File: src/hw/rtl/bacc_pkg.sv
// bacc_pkg: types, constants and digit functions of the packed-decimal unit
// used by bacc_if, bacc_step and bcd_add_compare_convert; depends on nothing
package bacc_pkg;

    localparam int MAX_DIGITS      = 16;
    localparam int WORD_W          = 4 * MAX_DIGITS;
    localparam int BIN_W           = 31;
    localparam int BIN_DIGITS      = 10;
    localparam int BCD_W           = 4 * BIN_DIGITS;
    localparam int CONV_W          = BCD_W + BIN_W;
    localparam int STEPS           = 4;
    localparam int SHIFTS_PER_STEP = 8;

    typedef enum logic [1:0] {
        OP_ADD  = 2'd0,
        OP_CMP  = 2'd1,
        OP_CONV = 2'd2
    } op_e;

    typedef struct packed {
        logic [1:0]        op;
        logic [WORD_W-1:0] a_digits;
        logic [WORD_W-1:0] b_digits;
        logic [BIN_W-1:0]  bin_value;
    } in_beat_t;

    typedef struct packed {
        logic [WORD_W-1:0] res_digits;
        logic              overflow;
        logic              is_less;
        logic              is_equal;
        logic              is_greater;
    } out_beat_t;

    // control word carried down the pipeline
    typedef struct packed {
        logic [1:0]        op;
        logic [1:0]        carry;
        logic              lt;
        logic              gt;
        logic [CONV_W-1:0] conv;
    } ctl_t;

    typedef struct packed {
        logic [3:0] digit;
        logic [1:0] carry;
    } digit_res_t;

    // one decimal digit position, carry may reach 3 with non-decimal nibbles
    function automatic digit_res_t add_digit(input logic [3:0] x, input logic [3:0] y,
                                             input logic [1:0] c);
        logic [5:0] s;
        digit_res_t r;
        s = 6'(x) + 6'(y) + 6'(c);
        if (s >= 6'd30)
        begin
            r.carry = 2'd3;
            r.digit = 4'(s - 6'd30);
        end
        else if (s >= 6'd20)
        begin
            r.carry = 2'd2;
            r.digit = 4'(s - 6'd20);
        end
        else if (s >= 6'd10)
        begin
            r.carry = 2'd1;
            r.digit = 4'(s - 6'd10);
        end
        else
        begin
            r.carry = 2'd0;
            r.digit = 4'(s);
        end
        return r;
    endfunction

    // one shift-and-add-3 step, bcd digits above the binary bits
    function automatic logic [CONV_W-1:0] dabble(input logic [CONV_W-1:0] v);
        logic [CONV_W-1:0] t;
        t = v;
        for (int i = 0; i < BIN_DIGITS; i++)
        begin
            if (t[BIN_W+4*i +: 4] >= 4'd5)
            begin
                t[BIN_W+4*i +: 4] = t[BIN_W+4*i +: 4] + 4'd3;
            end
        end
        return {t[CONV_W-2:0], 1'b0};
    endfunction

endpackage

File: src/hw/rtl/bacc_if.sv
// bacc_in_if, bacc_out_if: valid/ready channels of the packed-decimal unit
// payload types come from bacc_pkg
interface bacc_in_if;
    logic               valid;
    logic               ready;
    bacc_pkg::in_beat_t data;

    modport source (output valid, output data, input ready);
    modport sink (input valid, input data, output ready);
endinterface

interface bacc_out_if;
    logic                valid;
    logic                ready;
    bacc_pkg::out_beat_t data;

    modport source (output valid, output data, input ready);
    modport sink (input valid, input data, output ready);
endinterface

File: src/hw/rtl/bacc_step.sv
// bacc_step: one pipeline step, a slice of the decimal add, up to eight
// conversion shifts and, in the first step, the digit compare; uses bacc_pkg
module bacc_step #(
    parameter int NUM_DIGITS = 16,
    parameter int STEP       = 0
) (
    input  bacc_pkg::ctl_t          ctl_in,
    input  logic [4*NUM_DIGITS-1:0] a,
    input  logic [4*NUM_DIGITS-1:0] b,
    input  logic [4*NUM_DIGITS-1:0] sum_in,
    output bacc_pkg::ctl_t          ctl_out,
    output logic [4*NUM_DIGITS-1:0] sum_out
);
    import bacc_pkg::*;

    localparam int DPS = (NUM_DIGITS + STEPS - 1) / STEPS;

    logic [1:0] carry [DPS+1];

    assign carry[0] = ctl_in.carry;

    for (genvar d = 0; d < NUM_DIGITS; d++)
    begin : g_digit
        localparam int T = d - STEP * DPS;
        if (T >= 0 && T < DPS)
        begin : g_add
            digit_res_t r;
            assign r = add_digit(a[4*d +: 4], b[4*d +: 4], carry[T]);
            assign sum_out[4*d +: 4] = r.digit;
            assign carry[T+1] = r.carry;
        end
        else
        begin : g_pass
            assign sum_out[4*d +: 4] = sum_in[4*d +: 4];
        end
    end

    // slots past the top digit pass the carry on
    for (genvar t = 0; t < DPS; t++)
    begin : g_slot
        if (STEP * DPS + t >= NUM_DIGITS)
        begin : g_idle
            assign carry[t+1] = carry[t];
        end
    end

    always_comb
    begin
        ctl_out = ctl_in;
        ctl_out.carry = carry[DPS];
        for (int t = 0; t < SHIFTS_PER_STEP; t++)
        begin
            if (STEP * SHIFTS_PER_STEP + t < BIN_W)
            begin
                ctl_out.conv = dabble(ctl_out.conv);
            end
        end
        if (STEP == 0)
        begin
            // higher digits override lower ones
            ctl_out.lt = 1'b0;
            ctl_out.gt = 1'b0;
            for (int i = 0; i < NUM_DIGITS; i++)
            begin
                if (a[4*i +: 4] < b[4*i +: 4])
                begin
                    ctl_out.lt = 1'b1;
                    ctl_out.gt = 1'b0;
                end
                else if (a[4*i +: 4] > b[4*i +: 4])
                begin
                    ctl_out.lt = 1'b0;
                    ctl_out.gt = 1'b1;
                end
            end
        end
    end

endmodule

File: src/hw/rtl/bcd_add_compare_convert.sv
// bcd_add_compare_convert: packed-decimal add, compare and binary conversion
// a beat is registered at each step and then in out_reg; depth set by the
// 31 conversion shifts, at most eight per step; one beat per cycle unless rsp stalls
// reset: clears the stage valid flags only, payload registers are not reset
// depends on bacc_pkg, bacc_if and bacc_step
module bcd_add_compare_convert #(
    parameter int NUM_DIGITS = 16
) (
    input  logic              clk,
    input  logic              rst_n,
    bacc_in_if.sink           req,
    bacc_out_if.source        rsp
);
    import bacc_pkg::*;

    localparam int ND = (NUM_DIGITS > MAX_DIGITS) ? MAX_DIGITS : NUM_DIGITS;
    localparam int NW = 4 * ND;

    logic [STEPS:0]  valid_reg;
    logic [STEPS:0]  valid_next;
    logic [STEPS:0]  rdy;

    ctl_t            ctl_reg [STEPS];
    logic [NW-1:0]   a_reg   [STEPS];
    logic [NW-1:0]   b_reg   [STEPS];
    logic [NW-1:0]   sum_reg [STEPS];

    ctl_t            ctl_step [STEPS];
    logic [NW-1:0]   sum_step [STEPS];

    out_beat_t       out_reg;
    out_beat_t       out_next;

    // stage k may load when empty or when its contents move on
    always_comb
    begin
        rdy[STEPS] = !valid_reg[STEPS] || rsp.ready;
        for (int k = STEPS - 1; k >= 0; k--)
        begin
            rdy[k] = !valid_reg[k] || rdy[k+1];
        end
        valid_next = valid_reg;
        if (rdy[0])
        begin
            valid_next[0] = req.valid;
        end
        for (int k = 1; k <= STEPS; k++)
        begin
            if (rdy[k])
            begin
                valid_next[k] = valid_reg[k-1];
            end
        end
    end

    assign req.ready = rdy[0];
    assign rsp.valid = valid_reg[STEPS];
    assign rsp.data  = out_reg;

    for (genvar k = 0; k < STEPS; k++)
    begin : g_step
        bacc_step #(
            .NUM_DIGITS (ND),
            .STEP       (k)
        ) u_step (
            .ctl_in  (ctl_reg[k]),
            .a       (a_reg[k]),
            .b       (b_reg[k]),
            .sum_in  (sum_reg[k]),
            .ctl_out (ctl_step[k]),
            .sum_out (sum_step[k])
        );
    end

    always_comb
    begin
        ctl_t c;
        c = ctl_step[STEPS-1];
        out_next = '0;
        unique case (c.op)
            OP_ADD:
            begin
                out_next.res_digits = WORD_W'(sum_step[STEPS-1]);
                out_next.overflow   = (c.carry != 2'd0);
            end
            OP_CMP:
            begin
                out_next.is_less    = c.lt;
                out_next.is_greater = c.gt;
                out_next.is_equal   = !c.lt && !c.gt;
            end
            OP_CONV:
            begin
                out_next.res_digits = WORD_W'(c.conv[CONV_W-1:BIN_W]);
            end
            default:
            begin
                out_next = '0;
            end
        endcase
    end

    always_ff @(posedge clk or negedge rst_n)
    begin
        if (!rst_n)
        begin
            valid_reg <= '0;
        end
        else
        begin
            valid_reg <= valid_next;
        end
    end

    always_ff @(posedge clk)
    begin
        if (rdy[0])
        begin
            ctl_reg[0] <= '{op:    req.data.op,
                            carry: 2'd0,
                            lt:    1'b0,
                            gt:    1'b0,
                            conv:  {{BCD_W{1'b0}}, req.data.bin_value}};
            a_reg[0]   <= req.data.a_digits[NW-1:0];
            b_reg[0]   <= req.data.b_digits[NW-1:0];
            sum_reg[0] <= '0;
        end
        for (int k = 1; k < STEPS; k++)
        begin
            if (rdy[k])
            begin
                ctl_reg[k] <= ctl_step[k-1];
                a_reg[k]   <= a_reg[k-1];
                b_reg[k]   <= b_reg[k-1];
                sum_reg[k] <= sum_step[k-1];
            end
        end
        if (rdy[STEPS])
        begin
            out_reg <= out_next;
        end
    end

`ifndef SYNTHESIS
    a_flags_onehot0: assert property (@(posedge clk) disable iff (!rst_n)
        rsp.valid |-> $onehot0({rsp.data.is_less, rsp.data.is_equal, rsp.data.is_greater}))
        else $error("more than one compare flag set");

    a_flags_only_compare: assert property (@(posedge clk) disable iff (!rst_n)
        (rsp.valid && (rsp.data.res_digits != '0 || rsp.data.overflow))
        |-> !(rsp.data.is_less || rsp.data.is_equal || rsp.data.is_greater))
        else $error("compare flags on a non-compare beat");

    a_result_from_pipe: assert property (@(posedge clk) disable iff (!rst_n)
        $rose(valid_reg[STEPS]) |-> $past(valid_reg[STEPS-1]))
        else $error("result valid without a beat in the last stage");

    a_stall_holds: assert property (@(posedge clk) disable iff (!rst_n)
        (valid_reg[STEPS-1] && !rdy[STEPS]) |=> valid_reg[STEPS-1])
        else $error("beat lost in last stage while output stalled");
`endif

endmodule
File: src/flat_wrapper.sv
// flat-port wrapper written by rule: the top's interface ports become plain ports
module bcd_add_compare_convert_flat import bacc_pkg::*;
#(
    parameter int NUM_DIGITS = 16
)
  (clk, rst_n, req_valid, req_data, req_ready, rsp_valid, rsp_data, rsp_ready);
  bacc_in_if req_i ();
  bacc_out_if rsp_i ();
  input  logic clk;
  input  logic rst_n;
  input wire logic [$bits(req_i.valid)-1:0] req_valid;
  input wire logic [$bits(req_i.data)-1:0] req_data;
  output wire logic [$bits(req_i.ready)-1:0] req_ready;
  output wire logic [$bits(rsp_i.valid)-1:0] rsp_valid;
  output wire logic [$bits(rsp_i.data)-1:0] rsp_data;
  input wire logic [$bits(rsp_i.ready)-1:0] rsp_ready;
  assign req_i.valid = req_valid;
  assign req_i.data = req_data;
  assign req_ready = req_i.ready;
  assign rsp_valid = rsp_i.valid;
  assign rsp_data = rsp_i.data;
  assign rsp_i.ready = rsp_ready;
  bcd_add_compare_convert #(.NUM_DIGITS(NUM_DIGITS)) u_core (.clk(clk), .rst_n(rst_n), .req(req_i), .rsp(rsp_i));
endmodule
File: config.mk
export PLATFORM = sky130hd
export DESIGN_NAME = bcd_add_compare_convert_flat
export DESIGN_NICKNAME = d
export VERILOG_FILES = /design/src/hw/rtl/bacc_pkg.sv /design/src/hw/rtl/bacc_if.sv /design/src/hw/rtl/bacc_step.sv /design/src/hw/rtl/bcd_add_compare_convert.sv /design/src/flat_wrapper.sv
export SDC_FILE = /design/constraint.sdc
export NUM_CORES = 1
export LEC_CHECK = 0
export BUFFER_PORTS_ARGS = -buffer_cell sky130_fd_sc_hd__buf_2
export CORE_ASPECT_RATIO = 0.6
export CORE_MARGIN = 2
export CORE_UTILIZATION = 31
export DETAILED_ROUTE_END_ITERATION = 16
export GPL_TIMING_DRIVEN = 0
export PLACE_DENSITY_LB_ADDON = 0.3
export SYNTH_ARGS = -nofsm -noshare
export SYNTH_HDL_FRONTEND = slang
export SYNTH_SLANG_ARGS = --single-unit
export TNS_END_PERCENT = 50
File: constraint.sdc
create_clock -name clk -period 14.6 [get_ports clk]
set_clock_uncertainty 0.15 [all_clocks]
set_input_delay 1.46 -clock clk [delete_from_list [all_inputs] [get_ports clk]]
set_output_delay 1.46 -clock clk [all_outputs]
set_load 0.02 [all_outputs]
==> results of run 1 <==
-- worst register-to-register path: cells and delay by family (launching register included) --
kind | cells | cell delay, ns
adder cells (fa/ha/maj) | 16 | 6.27
AO/OA/AOI/OAI | 9 | 5.42
buffers and inverters | 6 | 0.62
flip-flops | 1 | 0.32
XOR/XNOR | 1 | 0.17
AND/OR/NAND/NOR | 1 | 0.11
-- stage by stage --
step	std cells	hold WS, ns
after global routing	6490	0.268
after global placement	6342	0.252
final	6491	0.255
after floorplan	4183	0.250
after CTS	6488	0.247
after detailed placement	6359	0.255
-- layer usage --
layer  share of wire  vias to the layer above  global-route usage
met2            0.42                      490               0.187
li1                -                    15799                   -
met4           0.018                        2              0.0282
met5         0.00014                        -                   0
met1            0.52                    14227               0.181
met3           0.047                       98              0.0249
-- logic make-up after synthesis --
group | after synthesis | synth area share
adder cells (fa/ha/maj) | 593 | 0.171
buffers and inverters | 510 | 0.0425
XOR/XNOR | 208 | 0.0414
flip-flops | 647 | 0.426
AO/OA/AOI/OAI | 950 | 0.141
multiplexers | 274 | 0.0663
AND/OR/NAND/NOR | 1001 | 0.112
-- final timing paths --
check	slack, ns	cells past startpoint	start	endpoint
max	1.27	33	u_core.a_reg[2][33]	u_core.sum_reg[3][47]
min	0.25	0	u_core.ctl_reg[0][7]	u_core.ctl_reg[1][15]
max reg2reg	1.27	33	u_core.a_reg[2][33]	u_core.sum_reg[3][47]
min reg2reg	0.25	0	u_core.ctl_reg[0][7]	u_core.ctl_reg[1][15]
max in group asynchronous	13.73	1	rst_n	u_core.valid_reg[2]
min in group asynchronous	0.44	1	rst_n	u_core.valid_reg[1]
-- cells in the mapped netlist, types with 21 or more instances --
library cell,number
a211oi_1,28
a31oi_1,32
nand2b_1,136
nor3b_1,21
ha_1,547
mux2i_2,22
a21oi_1,201
xnor2_1,170
nand3_1,43
edfxtp_1,642
o21ai_1,38
a21oi_2,22
o211ai_1,31
inv_2,21
mux2i_1,171
nand4_1,21
a211o_1,27
nor2_1,241
inv_1,466
a21o_1,49
o21bai_1,25
mux2_2,68
fa_1,46
nand2_1,252
o21ai_0,211
nor3_1,38
xor2_1,30
and2_1,37
o21a_1,43
nor2b_1,102
-- cell type report --
type                       count  area share
multi-input combinational   3026       0.467
sequential                   647       0.375
tap                         1925      0.0465
clock buffer                  82      0.0357
inverter                     488      0.0354
timing repair buffer         252      0.0293
clock inverter                47     0.00909
buffer                        22     0.00196
antenna                        2   0.0000967
==> results by group, run 1 <==
Outcome
  • Outcome: complete, no violations

Critical path
  • WP data arrival: 13.57 ns
  • Required @ worst endpoint: 14.84 ns
  • CP top delay family: adder cells
  • Crit start category: flip-flop
  • CP Class: flip-flop to flip-flop
  • WP buf/inv: 6
  • Setup crit end kind: flip-flop
  • CP max-delay cell: a2111oi_0
  • Max stage delay on crit path: 0.90 ns
  • Critical path peak fanout: 6

Synthesis
  • Gate count after technology mapping: 4183
  • Number of flops mapped to enable cells by yosys: 642
  • Seq cells post-synth: 647
  • Syn Area/Cell: 10.9 µm²
  • Synth unique cells: 114
  • Top FF cell, synth: edfxtp_1
  • Synth area leaders: edfxtp_1, ha_1, inv_1, mux2i_1, xnor2_1
  • Syn_nets: 4941
  • Synth Warn #: 0
  • Sequential share of the synthesized area: 0.426
  • FFs w/ async S/R, synth: 0.00773
  • Top cell type's share of synthesized area: 0.424
  • Yosys top cell by area: edfxtp_1
  • Syn Std Cell Area: 45500 µm²

Layout
  • FF/Latch Area: 19400 µm²
  • Nets@finish: 5267
  • Layout cells sized above 1: 0.133
  • Area Overhead vs Synth: 13.8%
  • Multi-input gate area: 24200 µm²
  • Filler cells: 14255
  • Final Instance Area: 51800 µm²
  • Most frequent cells in the layout: edfxtp_1, ha_1, inv_1, nand2_1, nor2_1
  • Most common cell after layout, fill and taps aside: edfxtp_1
  • Final core utilization: 0.357

Routing
  • DRC: 0
  • Routed length per instance: 14.4 µm
  • Post-route ant nets: 0
  • Vias: 30616
  • Final WL: 93700 µm
  • Detailed Routing Iterations Pass 1: 5
  • Vias per Instance: 4.72
  • DR iter-0 viols: 1843

Global routing
  • Largest net degree at the start of global routing: 70
  • Gr usage total: 0.124
  • Initial antenna violation count: 5
  • Vias in the first global route: 29332
  • First-pass GRT wire length: 152000 µm
  • Total grt overflow: 0

CTS
  • Clock root buffer: clkbuf_16
  • CTS tree: built
  • Max clock buf depth: 3
  • Clk sink count: 647
  • Cts repair resizes: 0
  • CTS H-tree lvls: 3
  • Postcts setup bufs: 0
  • TritonCTS buffer count: 72
  • # hold bufs at CTS: 0
  • Skew-Pair Late Insertion Delay: 0.68 ns
  • Reg clk slew, reported paths: 0.06 ns

STA
  • Worst Tran Pin Value: 1.18 ns
  • Final TNS setup: 0 ns
  • RSZ-0062 raised after global routing: no
  • Min Clock Period, post-route: 13.33 ns
  • Final WS setup: 1.27 ns
  • Final setup violation count: 0
  • F_max: 0.0750 GHz
  • Max Slew Vio Count: 0
  • Hold Vio Cnt, Final: 0
  • Max-slew headroom: 0.206
  • Final clock period utilization by the worst path: 0.913

Floorplanning
  • Die H: 301 µm
  • Core area: 145000 µm²
  • I/O Pins: 235
  • Starting density of the core: 0.314
  • Die width: 499 µm
  • Row count: 108
  • Die area: 150000 µm²

Place
  • Global placement routability congestion: 0.826
  • Setup slack after placement: 1.33 ns
  • Post-DP HPWL: 73100 µm
  • Port Buffers: 234
  • Cell Area, Placed: 49500 µm²

Job
  • # Max-Cap Violations: 0

Worst hold path
  • Class of the worst hold path: flip-flop to flip-flop
Power of run 1 is left out: the tool's default activity adds up to more than one toggle a clock period on the data nets, which glitch-free logic cannot reach.
==> run 2: changes to the inputs <==
CORE_ASPECT_RATIO = 1.2   (was 0.6)
==> run 2 against run 1 <==
Register-to-register slack improved by 0.34 ns. Design area increased by 0.22%. Critical path depth unchanged. Via count increased by 0.91%. Clock-buffer cell count increased by 4. Sequential cell count unchanged. Global-route usage decreased by 0.058 points. Hold slack got worse by 0.0084 ns. Non-clock buffer count increased by 1. Final cell count increased by 0.34%. Highest routed layer unchanged. First-iteration DRC count decreased by 18%. Sequential share of layout area decreased by 0.083 points.
==> results by group, run 2 (same netlist as run 1, synthesis figures left out) <==
Routing
  • Final WL: 92700 µm (was 93700 µm)
  • Post-route ant nets: 0 (unchanged)
  • DRC: 0 (unchanged)
  • Routed length per instance: 14.2 µm (was 14.4 µm)
  • Vias per Instance: 4.74 (was 4.72)
  • Detailed Routing Iterations Pass 1: 5 (unchanged)
  • Vias: 30894 (was 30616)
  • DR iter-0 viols: 1516 (was 1843)

CTS
  • Clock root buffer: clkbuf_16 (unchanged)
  • TritonCTS buffer count: 70 (was 72)
  • CTS H-tree lvls: 3 (unchanged)
  • Clk sink count: 647 (unchanged)
  • Postcts setup bufs: 0 (unchanged)
  • Cts repair resizes: 0 (unchanged)
  • # hold bufs at CTS: 0 (unchanged)
  • Skew-Pair Late Insertion Delay: 0.66 ns (was 0.68 ns)
  • Max clock buf depth: 3 (unchanged)
  • CTS tree: built (unchanged)
  • Reg clk slew, reported paths: 0.06 ns (about the same)

Floorplanning
  • I/O Pins: 235 (unchanged)
  • Die area: 150000 µm² (about the same)
  • Row count: 154 (was 108)
  • Die H: 424 µm (was 301 µm)
  • Die width: 354 µm (was 499 µm)
  • Starting density of the core: 0.311 (was 0.314)
  • Core area: 146000 µm² (was 145000 µm²)

Place
  • Cell Area, Placed: 49500 µm² (about the same)
  • Global placement routability congestion: 0.829 (was 0.826)
  • Post-DP HPWL: 72200 µm (was 73100 µm)
  • Port Buffers: 234 (unchanged)
  • Dpl cells: 6386 (was 6359)

Layout
  • Nets@finish: 5266 (was 5267)
  • Layout cells sized above 1: 0.132 (was 0.133)
  • Most frequent cells in the layout: edfxtp_1, ha_1, inv_1, nand2_1, nor2_1 (unchanged)
  • Most common cell after layout, fill and taps aside: edfxtp_1 (unchanged)
  • Filler cells: 14512 (was 14255)
  • Finished Layout Cells: 6513 (was 6491)
  • Area Overhead vs Synth: 14.1% (was 13.8%)
  • Multi-input gate area: 24200 µm² (unchanged)
  • Final Instance Area: 51900 µm² (was 51800 µm²)
  • FF/Latch Area: 19400 µm² (unchanged)
  • Final core utilization: 0.355 (was 0.357)

Critical path
  • WP buf/inv: 6 (unchanged)
  • Critical path peak fanout: 6 (unchanged)
  • CP max-delay cell: a2111oi_0 (unchanged)
  • Required @ worst endpoint: 14.83 ns (was 14.84 ns)
  • Max stage delay on crit path: 0.85 ns (was 0.90 ns)
  • WP data arrival: 13.22 ns (was 13.57 ns)
  • Crit start category: flip-flop (unchanged)
  • Setup crit end kind: flip-flop (unchanged)
  • CP Class: flip-flop to flip-flop (unchanged)
  • CP top delay family: adder cells (unchanged)

STA
  • Max-slew headroom: 0.149 (was 0.206)
  • Worst Tran Pin Value: 1.24 ns (was 1.18 ns)
  • Hold Vio Cnt, Final: 0 (unchanged)
  • Final setup violation count: 0 (unchanged)
  • RSZ-0062 raised after global routing: no (unchanged)
  • Final clock period utilization by the worst path: 0.890 (was 0.913)
  • F_max: 0.0770 GHz (was 0.0750 GHz)
  • Max Slew Vio Count: 0 (unchanged)
  • Min Clock Period, post-route: 12.99 ns (was 13.33 ns)

Global routing
  • Gr usage total: 0.123 (was 0.124)
  • Largest net degree at the start of global routing: 68 (was 70)
  • First-pass GRT wire length: 151000 µm (was 152000 µm)
  • Vias in the first global route: 30723 (was 29332)
  • Total grt overflow: 0 (unchanged)
  • Initial antenna violation count: 4 (was 5)

Job
  • # Max-Cap Violations: 0 (unchanged)

Worst hold path
  • Class of the worst hold path: flip-flop to flip-flop (unchanged)

Outcome
  • Outcome: complete, no violations (unchanged)
run 2: routing by layer:
metal	share of wire	global-route usage	up-vias
met5	0.00014	0	-
met4	0.037	0.0536	2
met3	0.037	0.0205	135
met2	0.51	0.225	367
met1	0.42	0.140	14600
li1	-	-	15790
run 2: path summary, 6_finish.rpt:
check	endpoint	cells after the start	slack, ns	start
max in group asynchronous	u_core.valid_reg[3]	1	13.71	rst_n
min in group asynchronous	u_core.valid_reg[0]	1	0.46	rst_n
worst min register to register	u_core.ctl_reg[3][76]	0	0.25	u_core.ctl_reg[2][76]
worst max-delay path	u_core.sum_reg[3][47]	33	1.61	u_core.a_reg[2][33]
worst min-delay path	u_core.ctl_reg[3][76]	0	0.25	u_core.ctl_reg[2][76]
worst max register to register	u_core.sum_reg[3][47]	33	1.61	u_core.a_reg[2][33]
run 2: layout make-up:
class                   instances  area share
multi-input cells            3026       0.466
flip-flops and latches        647       0.374
well taps                    1950      0.0470
clock buffers                  86      0.0363
inverters                     488      0.0354
repair buffers                253      0.0297
clock inverters                38     0.00955
plain buffers                  22     0.00195
diodes                          3    0.000145
run 2: stage by stage:
| step | setup slack [ns] | hold slack [ns] | TNS, ns |
|---|---|---|---|
| after floorplan | 3.57 | 0.250 | 0 |
| after global routing | 0.399 | 0.262 | 0 |
| after global placement | -2.51 | 0.250 | -242.06 |
| after CTS | 1.68 | 0.250 | 0 |
| final | 1.61 | 0.246 | 0 |
| after detailed placement | 1.72 | 0.255 | 0 |
run 2: worst reg2reg max path: cells and delay by family, from the launching register on:
family,cells,cell delay (ns)
compound gates,9,5.17
simple gates,1,0.14
flops,1,0.32
xor+xnor,1,0.17
fa+ha+maj,16,6.17
buf+inv,6,0.64
Power of run 2 is left out for the same reason.
